File: config.mk
export PLATFORM = sky130hd
export DESIGN_NAME = logger_mode_controller
export DESIGN_NICKNAME = d
export VERILOG_FILES = /design/src/design/lmc_pkg.sv /design/src/design/logger_mode_controller.sv /design/src/design/lmc_step.sv
export SDC_FILE = /design/constraint.sdc
export NUM_CORES = 1
export LEC_CHECK = 0
export BUFFER_PORTS_ARGS = -buffer_cell sky130_fd_sc_hd__buf_4
export CAP_MARGIN = 20
export CORE_MARGIN = 4
export CORE_UTILIZATION = 55
export DETAILED_ROUTE_END_ITERATION = 6
export PLACE_DENSITY = 0.8
export SLEW_MARGIN = 10
export SYNTH_ARGS = -nofsm -noshare
export SYNTH_HDL_FRONTEND = slang
export SYNTH_SLANG_ARGS = --single-unit
File: constraint.sdc
create_clock -name aclk -period 7.1 [get_ports aclk]
set_clock_uncertainty 0.1 [all_clocks]
set_input_delay 1.065 -clock aclk [delete_from_list [all_inputs] [get_ports aclk]]
set_output_delay 1.065 -clock aclk [all_outputs]
set_load 0.05 [all_outputs]
File: src/design/lmc_pkg.sv
// ----------------------------------------------------------------------------
// lmc_pkg: shared types and constants for the logger mode controller
// Mode encoding, register indexes, reset values and the action pulse bundle.
// ----------------------------------------------------------------------------
package lmc_pkg;

    localparam int unsigned TIME_W      = 32;
    localparam int unsigned CFG_INDEX_W = 2;

    typedef enum logic [2:0] {
        MODE_INIT     = 3'd0,
        MODE_IDLE     = 3'd1,
        MODE_LOGGING  = 3'd2,
        MODE_FAULT    = 3'd3,
        MODE_SHUTDOWN = 3'd4
    } mode_t;

    typedef enum logic [CFG_INDEX_W-1:0] {
        CFG_IDLE_SHUTDOWN_TIMEOUT = 2'd0,
        CFG_SILENCE_TIMEOUT       = 2'd1
    } cfg_index_t;

    localparam logic [TIME_W-1:0] IDLE_SHUTDOWN_TIMEOUT_RST = 32'd300000;
    localparam logic [TIME_W-1:0] SILENCE_TIMEOUT_RST       = 32'd2500;

    // One-tick action pulses that go with each result
    typedef struct packed {
        logic open_session;
        logic close_session;
        logic retry_mount;
        logic flush_buffers;
        logic unmount_card;
    } actions_t;

endpackage

File: src/design/logger_mode_controller.sv
// ----------------------------------------------------------------------------
// logger_mode_controller: tick-driven mode controller for a data logger
// Tracks init/idle/logging/fault/shutdown, frame silence and shutdown actions.
// ----------------------------------------------------------------------------
//
//  Channel   Direction  Handshake            Contents
//  s_        in         s_valid / s_ready    one tick: time, card, periph, frame
//  m_        out        m_valid / m_ready    new mode, action pulses, card fault
//  cfg_      in         cfg_valid/cfg_ready  register index and write data
//
//  Each tick transaction is accepted into the input register, then passes
//  the mode logic into the result register, where m_valid rises; one tick
//  can be accepted every cycle while m_ready does not stall the result.
//  The only loop is the mode/timestamp update, one subtract-and-compare deep,
//  which is closed through the controller state registers.
//  Reset (aresetn low, synchronous) returns to init mode with the default
//  timeouts. A stall on m_ready holds the result register and, through the
//  input register, s_ready; cfg_ready is always high.
//
module logger_mode_controller (
    input  logic                                aclk,
    input  logic                                aresetn,
    // tick input
    input  logic                                s_valid,
    output logic                                s_ready,
    input  logic [lmc_pkg::TIME_W-1:0]          s_now_ms,
    input  logic                                s_card_mounted,
    input  logic                                s_periph_ready,
    input  logic                                s_frame_seen,
    // result output
    output logic                                m_valid,
    input  logic                                m_ready,
    output logic [2:0]                          m_mode,
    output logic                                m_open_session,
    output logic                                m_close_session,
    output logic                                m_retry_mount,
    output logic                                m_flush_buffers,
    output logic                                m_unmount_card,
    output logic                                m_card_fault,
    // configuration writes
    input  logic                                cfg_valid,
    output logic                                cfg_ready,
    input  logic [lmc_pkg::CFG_INDEX_W-1:0]     cfg_index,
    input  logic [lmc_pkg::TIME_W-1:0]          cfg_data
);

    // Configuration registers
    logic [lmc_pkg::TIME_W-1:0] idle_timeout_reg;
    logic [lmc_pkg::TIME_W-1:0] silence_timeout_reg;

    // Input register
    logic                       in_valid_reg;
    logic [lmc_pkg::TIME_W-1:0] in_now_reg;
    logic                       in_card_reg;
    logic                       in_periph_reg;
    logic                       in_frame_reg;

    // Controller state
    lmc_pkg::mode_t             mode_reg;
    logic [lmc_pkg::TIME_W-1:0] last_frame_reg;
    logic                       shutdown_done_reg;
    logic                       card_fault_reg;

    // Result register
    logic                       out_valid_reg;
    lmc_pkg::mode_t             out_mode_reg;
    lmc_pkg::actions_t          out_actions_reg;
    logic                       out_card_fault_reg;

    // Step logic outputs
    lmc_pkg::mode_t             mode_next;
    logic [lmc_pkg::TIME_W-1:0] last_frame_next;
    logic                       shutdown_done_next;
    logic                       card_fault_next;
    lmc_pkg::actions_t          actions_next;

    logic                       advance;
    logic                       s_fire;

    // Move a tick from input to result when the result slot is free or leaving
    assign advance   = in_valid_reg && (!out_valid_reg || m_ready);
    assign s_ready   = !in_valid_reg || advance;
    assign s_fire    = s_valid && s_ready;
    assign cfg_ready = 1'b1;

    lmc_step u_step (
        .mode                  (mode_reg),
        .last_frame_time       (last_frame_reg),
        .shutdown_done         (shutdown_done_reg),
        .card_fault_latched    (card_fault_reg),
        .idle_shutdown_timeout (idle_timeout_reg),
        .silence_timeout       (silence_timeout_reg),
        .now_ms                (in_now_reg),
        .card_mounted          (in_card_reg),
        .periph_ready          (in_periph_reg),
        .frame_seen            (in_frame_reg),
        .mode_next             (mode_next),
        .last_frame_time_next  (last_frame_next),
        .shutdown_done_next    (shutdown_done_next),
        .card_fault_next       (card_fault_next),
        .actions               (actions_next)
    );

    // Configuration: unknown indexes drop the write
    always_ff @(posedge aclk) begin
        if (!aresetn) begin
            idle_timeout_reg    <= lmc_pkg::IDLE_SHUTDOWN_TIMEOUT_RST;
            silence_timeout_reg <= lmc_pkg::SILENCE_TIMEOUT_RST;
        end else if (cfg_valid) begin
            unique case (cfg_index)
                lmc_pkg::CFG_IDLE_SHUTDOWN_TIMEOUT: idle_timeout_reg    <= cfg_data;
                lmc_pkg::CFG_SILENCE_TIMEOUT:       silence_timeout_reg <= cfg_data;
                default: ;
            endcase
        end
    end

    // Input register control
    always_ff @(posedge aclk) begin
        if (!aresetn) begin
            in_valid_reg <= 1'b0;
        end else if (s_ready) begin
            in_valid_reg <= s_valid;
        end
    end

    // Input register payload: load only on an accepted transaction
    always_ff @(posedge aclk) begin
        if (s_fire) begin
            in_now_reg    <= s_now_ms;
            in_card_reg   <= s_card_mounted;
            in_periph_reg <= s_periph_ready;
            in_frame_reg  <= s_frame_seen;
        end
    end

    // Controller state: advance once per tick that reaches the result register
    always_ff @(posedge aclk) begin
        if (!aresetn) begin
            mode_reg          <= lmc_pkg::MODE_INIT;
            last_frame_reg    <= '0;
            shutdown_done_reg <= 1'b0;
            card_fault_reg    <= 1'b0;
        end else if (advance) begin
            mode_reg          <= mode_next;
            last_frame_reg    <= last_frame_next;
            shutdown_done_reg <= shutdown_done_next;
            card_fault_reg    <= card_fault_next;
        end
    end

    // Result register control: hold while stalled
    always_ff @(posedge aclk) begin
        if (!aresetn) begin
            out_valid_reg <= 1'b0;
        end else if (advance) begin
            out_valid_reg <= 1'b1;
        end else if (m_ready) begin
            out_valid_reg <= 1'b0;
        end
    end

    always_ff @(posedge aclk) begin
        if (advance) begin
            out_mode_reg       <= mode_next;
            out_actions_reg    <= actions_next;
            out_card_fault_reg <= card_fault_next;
        end
    end

    assign m_valid         = out_valid_reg;
    assign m_mode          = out_mode_reg;
    assign m_open_session  = out_actions_reg.open_session;
    assign m_close_session = out_actions_reg.close_session;
    assign m_retry_mount   = out_actions_reg.retry_mount;
    assign m_flush_buffers = out_actions_reg.flush_buffers;
    assign m_unmount_card  = out_actions_reg.unmount_card;
    assign m_card_fault    = out_card_fault_reg;

endmodule

File: src/design/lmc_step.sv
// ----------------------------------------------------------------------------
// lmc_step: mode transition logic for one controller tick
// Computes the next mode, next frame timestamp, sticky flags and pulses.
// ----------------------------------------------------------------------------
module lmc_step (
    input  logic [2:0]                  mode,
    input  logic [lmc_pkg::TIME_W-1:0]  last_frame_time,
    input  logic                        shutdown_done,
    input  logic                        card_fault_latched,
    input  logic [lmc_pkg::TIME_W-1:0]  idle_shutdown_timeout,
    input  logic [lmc_pkg::TIME_W-1:0]  silence_timeout,
    input  logic [lmc_pkg::TIME_W-1:0]  now_ms,
    input  logic                        card_mounted,
    input  logic                        periph_ready,
    input  logic                        frame_seen,
    output lmc_pkg::mode_t              mode_next,
    output logic [lmc_pkg::TIME_W-1:0]  last_frame_time_next,
    output logic                        shutdown_done_next,
    output logic                        card_fault_next,
    output lmc_pkg::actions_t           actions
);

    logic [lmc_pkg::TIME_W-1:0] elapsed;
    logic                       idle_expired;
    logic                       silence_expired;

    // Modulo 2^32 difference, so a wrapped clock still measures correctly
    assign elapsed         = now_ms - last_frame_time;
    assign idle_expired    = (elapsed >= idle_shutdown_timeout);
    assign silence_expired = (elapsed >= silence_timeout);

    always_comb begin
        mode_next            = lmc_pkg::mode_t'(mode);
        last_frame_time_next = last_frame_time;
        shutdown_done_next   = shutdown_done;
        card_fault_next      = card_fault_latched;
        actions              = '0;

        unique case (mode)
            lmc_pkg::MODE_INIT: begin
                if (card_mounted && periph_ready) begin
                    mode_next = lmc_pkg::MODE_IDLE;
                end else if (!card_mounted) begin
                    card_fault_next = 1'b1;
                    mode_next       = lmc_pkg::MODE_FAULT;
                end
            end
            lmc_pkg::MODE_IDLE: begin
                if (frame_seen) begin
                    mode_next            = lmc_pkg::MODE_LOGGING;
                    actions.open_session = 1'b1;
                    last_frame_time_next = now_ms;
                end else if (idle_expired) begin
                    mode_next = lmc_pkg::MODE_SHUTDOWN;
                end
            end
            lmc_pkg::MODE_LOGGING: begin
                if (frame_seen) begin
                    last_frame_time_next = now_ms;
                end else if (silence_expired) begin
                    actions.close_session = 1'b1;
                    mode_next             = lmc_pkg::MODE_IDLE;
                end
            end
            lmc_pkg::MODE_FAULT: begin
                actions.retry_mount = 1'b1;
                // Timeout outranks recovery
                if (idle_expired) begin
                    mode_next = lmc_pkg::MODE_SHUTDOWN;
                end else if (card_mounted) begin
                    mode_next = lmc_pkg::MODE_IDLE;
                end
            end
            lmc_pkg::MODE_SHUTDOWN: begin
                if (!shutdown_done) begin
                    actions.flush_buffers = 1'b1;
                    actions.close_session = 1'b1;
                    actions.unmount_card  = 1'b1;
                    shutdown_done_next    = 1'b1;
                end
            end
            default: begin
                mode_next = lmc_pkg::MODE_FAULT;
            end
        endcase
    end

endmodule

Yosys cells after proc, flatten, opt, wreduce, memory -nomap -nowiden --
Cells that the tools add are included.
Cells by class: $add $sub $neg 1, order comparisons 2, eq/ne operators 5, muxes and demuxes 21, reduce and logical (&&, ||, !) cells 15
Operators with widths (number):
- 32-bit greater-or-equal comparator | 2
- 32-bit subtractor | 1
- 3-bit two-way mux | 8
- 3-bit one-hot mux with 5 select lines | 1
- 1-bit two-way mux | 10
- 3-bit by 2-bit equality test with 1-bit output, second input constant | 2
- 2-bit AND reduction | 3
- 3-bit by 1-bit equality test with 1-bit output, second input constant | 1
- 3-bit equality test, second input constant | 1
- 1-bit logical AND | 3
- 3-bit zero test | 1
- 3-bit AND reduction | 1
- 2-bit by 1-bit equality test with 1-bit output, second input constant | 1
- 1-bit zero test | 2
- 2-bit zero test | 1
- 1-bit logical OR | 2
- 2-bit two-way mux | 1
- 1-bit one-hot mux with 2 select lines | 1
- 2-bit nonzero test | 1
- 2-bit OR reduction | 1
Word-level totals: register bits 147, bits of input ports 74, output and inout bits 12, logic and storage cells 63

Depth between registers and ports, before layout --
depth after elaboration 5, mapped depth 23, depth with buffers taken out 23

By module --
Synthesis repeated with hierarchy kept, for this count alone.
Second synthesis, totals: cell total of the unflattened synthesis 1019, area, all modules 8992.4 um^2
Modules (own cells, without submodules):
- logger_mode_controller | times used 1, cells each 470, area an instance 5292.6 um^2, sequential area each 3383.2 um^2
- lmc_step | times used 1, cells each 549, area an instance 3699.8 um^2, sequential area each 0.0 um^2

Least setup slack after synthesis --
OpenSTA, ideal clock, no wires.
path type reg2reg, start point register in_now_reg[0] (netlist bit), end point register out_mode_reg[1] (netlist: m_mode[1]) (data pin), setup time 260 ps, data arrival time 3752 ps, required time 6740 ps, path slack 2987 ps, cell stages (with the launch flop) 21, path buffers 0, period minus slack after synthesis 4113 ps, cell sequence edfxtp_1 -> inv_1 -> ha_1 -> inv_1 -> fa_1 -> a21oi_1 -> o21ai_0 -> a22oi_1 -> a21oi_2 -> a31oi_4 -> nor3_2 -> a2111o_1 -> a21oi_2 -> xnor2_1 -> ha_1 -> nand4_1 -> nor2_1 -> nand3_1 -> o41ai_1 -> a21oi_1 -> nand2b_1
On the way: word-level cells in the longest chain between the ends 5, elaborated cells on any way between the ends 9, those cells by class add/sub: 1; order compare: 2; mux: 6
RTL lines:
- from (decl) | line logger_mode_controller.sv:53 | logic [lmc_pkg::TIME_W-1:0] in_now_reg;
- from (signal assigned) | line logger_mode_controller.sv:130 | in_now_reg <= s_now_ms;
- 32-bit subtractor * | line lmc_step.sv:28 | assign elapsed = now_ms - last_frame_time;
- 32-bit greater-or-equal comparator (on tied branches) | line lmc_step.sv:30, lmc_step.sv:29
- 3-bit two-way mux (on tied branches) | line lmc_step.sv:60, lmc_step.sv:53
- 3-bit two-way mux (on tied branches) | line lmc_step.sv:58, lmc_step.sv:49
- 3-bit one-hot mux with 5 select lines * | line lmc_step.sv:39 | unique case (mode)
- named net mode_next[1] | line logger_mode_controller.sv:71 | lmc_pkg::mode_t mode_next;
- to (signal assigned) | line logger_mode_controller.sv:165 | out_mode_reg <= mode_next;
- to (decl) | line logger_mode_controller.sv:66 | lmc_pkg::mode_t out_mode_reg;
Mark *: on every way through the listed nets, which the timed path passes. The rest lies on a longest branch. A chain may end at the register's enable or synchronous reset.

Worst setup path in the final report --
Same ends and word-level chain as after synthesis.

==> summary.txt <==
Run status
  • Status: finished clean

Floorplanning
  • Chip width: 132 µm
  • Die Area: roughly 17000 µm²
  • Core ar.: roughly 15000 µm²
  • FP Rows: between 40 and 50
  • Number of I/O pins: between 80 and 90
  • Initial Utilization: a little under three fifths
  • Die span in y: approximately 130 µm

Logic synthesis
  • Unique masters post-synth: 66
  • Yosys Warn Count: 0
  • Yosys reg bits: roughly 150
  • Asr flop ratio synth: 0%
  • Post-synth EDFFs: between 40 and 50
  • Syn nets: 1135
  • Largest area contributor in the netlist: dfxtp_1
  • Post-Syn Area: between 8000 and 9000 µm²
  • Sequential share of the synthesized area: between 30% and 40%
  • Synth Instances: around 970
  • Average cell area after synthesis: between 8 and 9 µm²
  • Synth top area share: between 20 and 25%
  • Synth area leaders: dfxtp_1 (24%), edfxtp_1 (15%), ha_1 (14%)
  • Prevailing post-synth register cell: dfxtp_1

Pwr
  • Pwr dens: around 230 nW/µm²
  • Worst vdd ir: around 0.00019 V
  • Leakage: 3.93 nW
  • Power consumption: between 2 and 2.5 mW

Timing
  • Setup TNS: 0 ns
  • Slew Viols, Final: 0
  • Final hold violations: 0
  • Setup repair after global routing missed its margin: no
  • Rel. slew slack: a little over a third
  • Final setup vio count: 0
  • Tmin final: roughly 4.7 ns
  • Worst Setup Slack, final: 2.39 ns
  • Max Clk Rate: around 210 MHz
  • Worst hold slack: 0.364 ns
  • Slew @ Worst Pin: 0.974 ns
  • Final Cycle Share: 66.3%

Worst setup path
  • Critical path required time: 7.17 ns
  • RR Startpoint: in_now_reg[0]
  • Crit-path slowest cell: o41ai_1
  • Worst setup path class: reg2reg
  • FF-to-FF End: m_mode[1]
  • Startpoint types: flip-flop
  • Worst EP arrival: between 4 and 5 ns
  • FF-to-FF path depth: 20
  • Setup crit end kind: flip-flop
  • Crit path from: in_now_reg[0]
  • CP max stage delay: roughly 0.52 ns
  • Setup crit end: m_mode[1]
  • CP Cell Sequence: inv_1 > ha_1 > inv_1 > fa_1 > a21oi_1 > o21ai_0 > a22oi_1 > a21oi_2 > a31oi_4 > nor3_2 > a2111o_1 > a21oi_2 > xnor2_1 > ha_1 > nand4_1 > nor2_1 > nand3_1 > o41ai_1 > a21oi_1 > nand2b_1
  • CP max FO: 3
  • FF-to-FF setup slack: approximately 2.4 ns

Clock network
  • CTS root buf: clkbuf_16
  • Clock Latency Late Sink: between 0.4 and 0.5 ns
  • Clk buf depth: 2
  • Clk sinks: between 100 and 150
  • Hold bufs inserted after CTS: 0
  • CTS tree: built
  • Number of setup buffers added after CTS: 0
  • Clock transition at the registers of the reported paths: ~0.06 ns
  • Post-CTS Resized: 0
  • TritonCTS buffer count: 17
  • H-tree levels: 4

Placement
  • Pre-CTS setup slack: 2.43 ns
  • Port Buffers: 84
  • DPL Wire Length: 13100 µm
  • GPL Wtd Cong: slightly below 0.9

Global route
  • GRT Overall Usage: a little over a fifth
  • Vias in the first global route: between 6000 and 7000
  • Initial antenna violation count: 0
  • First-pass GRT wire length: ~31000 µm
  • Total congestion overflow: 0
  • Largest net degree at the start of global routing: approximately 110

Detailed routing
  • DR vias: 6747
  • Iteration-0 DRC count of the detailed router: approximately 420
  • Routed wire length: approximately 19000 µm
  • Detailed-route vias per instance: 5.45
  • DRC: 0
  • DRT Pass-1 Iters: 5
  • Routed Antenna Nets: 0
  • DR WL/cell: 15.0 µm

Cells and area
  • Reg area: between 3000 and 4000 µm²
  • # diodes: 0
  • Area Growth Syn to Fin: 15.9%
  • # fillers: 1297
  • Share of layout cells above drive strength 1: a little over an eighth
  • Area occupied by multi-input gates: around 4600 µm²
  • Final net count: approximately 1200

Min path
  • Path category of the worst min-delay check: reg2reg
  • Hold Path Origin: last_frame_reg[23]

Run
  • Max-Cap Viols: 0
-- synth_stat cells, types with 2 or more instances --
master / number
nand2_1: 199
inv_1: 107
dfxtp_1: 103
ha_1: 95
a21boi_0: 84
a21oi_1: 50
edfxtp_1: 43
a21o_1: 35
nor2_1: 32
clkbuf_1: 29
xnor2_1: 25
o21ai_0: 20
o211ai_1: 14
nand4_1: 13
nand3_1: 10
nor2b_1: 10
nand2b_1: 6
o21a_1: 6
xor2_1: 6
nor3_1: 5
o21bai_1: 5
a211oi_1: 3
a21oi_2: 3
a31oi_1: 3
and4_1: 3
buf_1: 3
nand3b_1: 3
nor3b_1: 3
a21boi_1: 2
and2_1: 2
and3_1: 2
buf_4: 2
o2111ai_1: 2
o21ai_1: 2
o21ba_2: 2
or2_2: 2
or3b_2: 2
-- cell type report --
cell class | count | area share, %
multi-input cells | 675 | 46.5
flip-flops and latches | 146 | 34.2
well taps | 188 | 2.40
clock buffers | 23 | 4.99
repair buffers | 89 | 6.81
inverters | 107 | 4.10
clock inverters | 9 | 1.02
-- critical path, delay by kind of cell, from the launching register on --
kind,cells,cell delay (ns)
DFF,1,0.39
buffers and inverters,2,0.14
xor gates and xnor gates,1,0.11
AOI/OAI and AO/OA,9,2.20
adders and majority gates,3,0.85
and+or+nand+nor,5,0.65
-- power by group --
part	total [mW]	internal [mW]	leakage (nW)	switching [mW]
Combinational	0.421	0.186	2.38	0.235
Sequential	0.912	0.894	1.26	0.0170
Clock	0.891	0.554	0.293	0.336
-- how the worst min path moves through the flow --
stage	slack (ns)	cells after the start	endpoint
3_5_place_dp	0.36	2	last_frame_reg[23]
5_1_grt	0.39	2	last_frame_reg[17]
2_1_floorplan	0.34	2	idle_timeout_reg[10]
6_report	0.36	2	last_frame_reg[23]
3_3_place_gp	0.35	2	last_frame_reg[15]
4_1_cts	0.37	2	last_frame_reg[23]
-- through the flow --
step | cell area [µm²] | cells | utilization (%)
floorplan | 8460 | 965 | -
global placement | 9220 | 1205 | 60.9
detailed placement | 9220 | 1205 | 60.9
CTS | 9810 | 1237 | 64.8
global route | 9810 | 1237 | 64.8
finish | 9810 | 1237 | 64.8
-- cells in the final DEF, fill, tap and decap left out, types with 4 or more instances in the layout --
master / n
clkbuf_16: 18
ha_1: 95
nand2b_1: 6
nor2_1: 32
nand3_1: 10
o211ai_1: 14
o21ai_0: 20
nand4_1: 13
buf_4: 89
nor3_1: 5
nand2_1: 199
xor2_1: 6
clkinv_2: 4
o21bai_1: 5
xnor2_1: 25
a21boi_0: 84
a21oi_1: 50
dfxtp_1: 103
o21a_1: 6
inv_1: 107
edfxtp_1: 43
nor2b_1: 10
a21o_1: 35
-- cells by family (layout without fill, tap and decap cells) --
kind of cell	count (synthesis)	in the layout	share of synthesized area (%)
XOR/XNOR	31	31	3.21
other	1	1	0.0443
buffers and inverters	144	228	6.59
adder cells (fa/ha/maj)	96	96	14.3
AO/OA/AOI/OAI	247	247	20.6
AND/OR/NAND/NOR	300	300	15.7
flip-flops	146	146	39.6
-- routing by layer --
metal | global-route usage (%) | vias to the layer above | share of wire (%)
li1 | - | 3422 | -
met1 | 27.9 | 3151 | 46
met2 | 36.6 | 142 | 47
met3 | 5.61 | 32 | 4.6
met4 | 7.00 | 0 | 1.9
met5 | 0 | - | 0
Note: power is estimated with default switching activity, not from simulation.
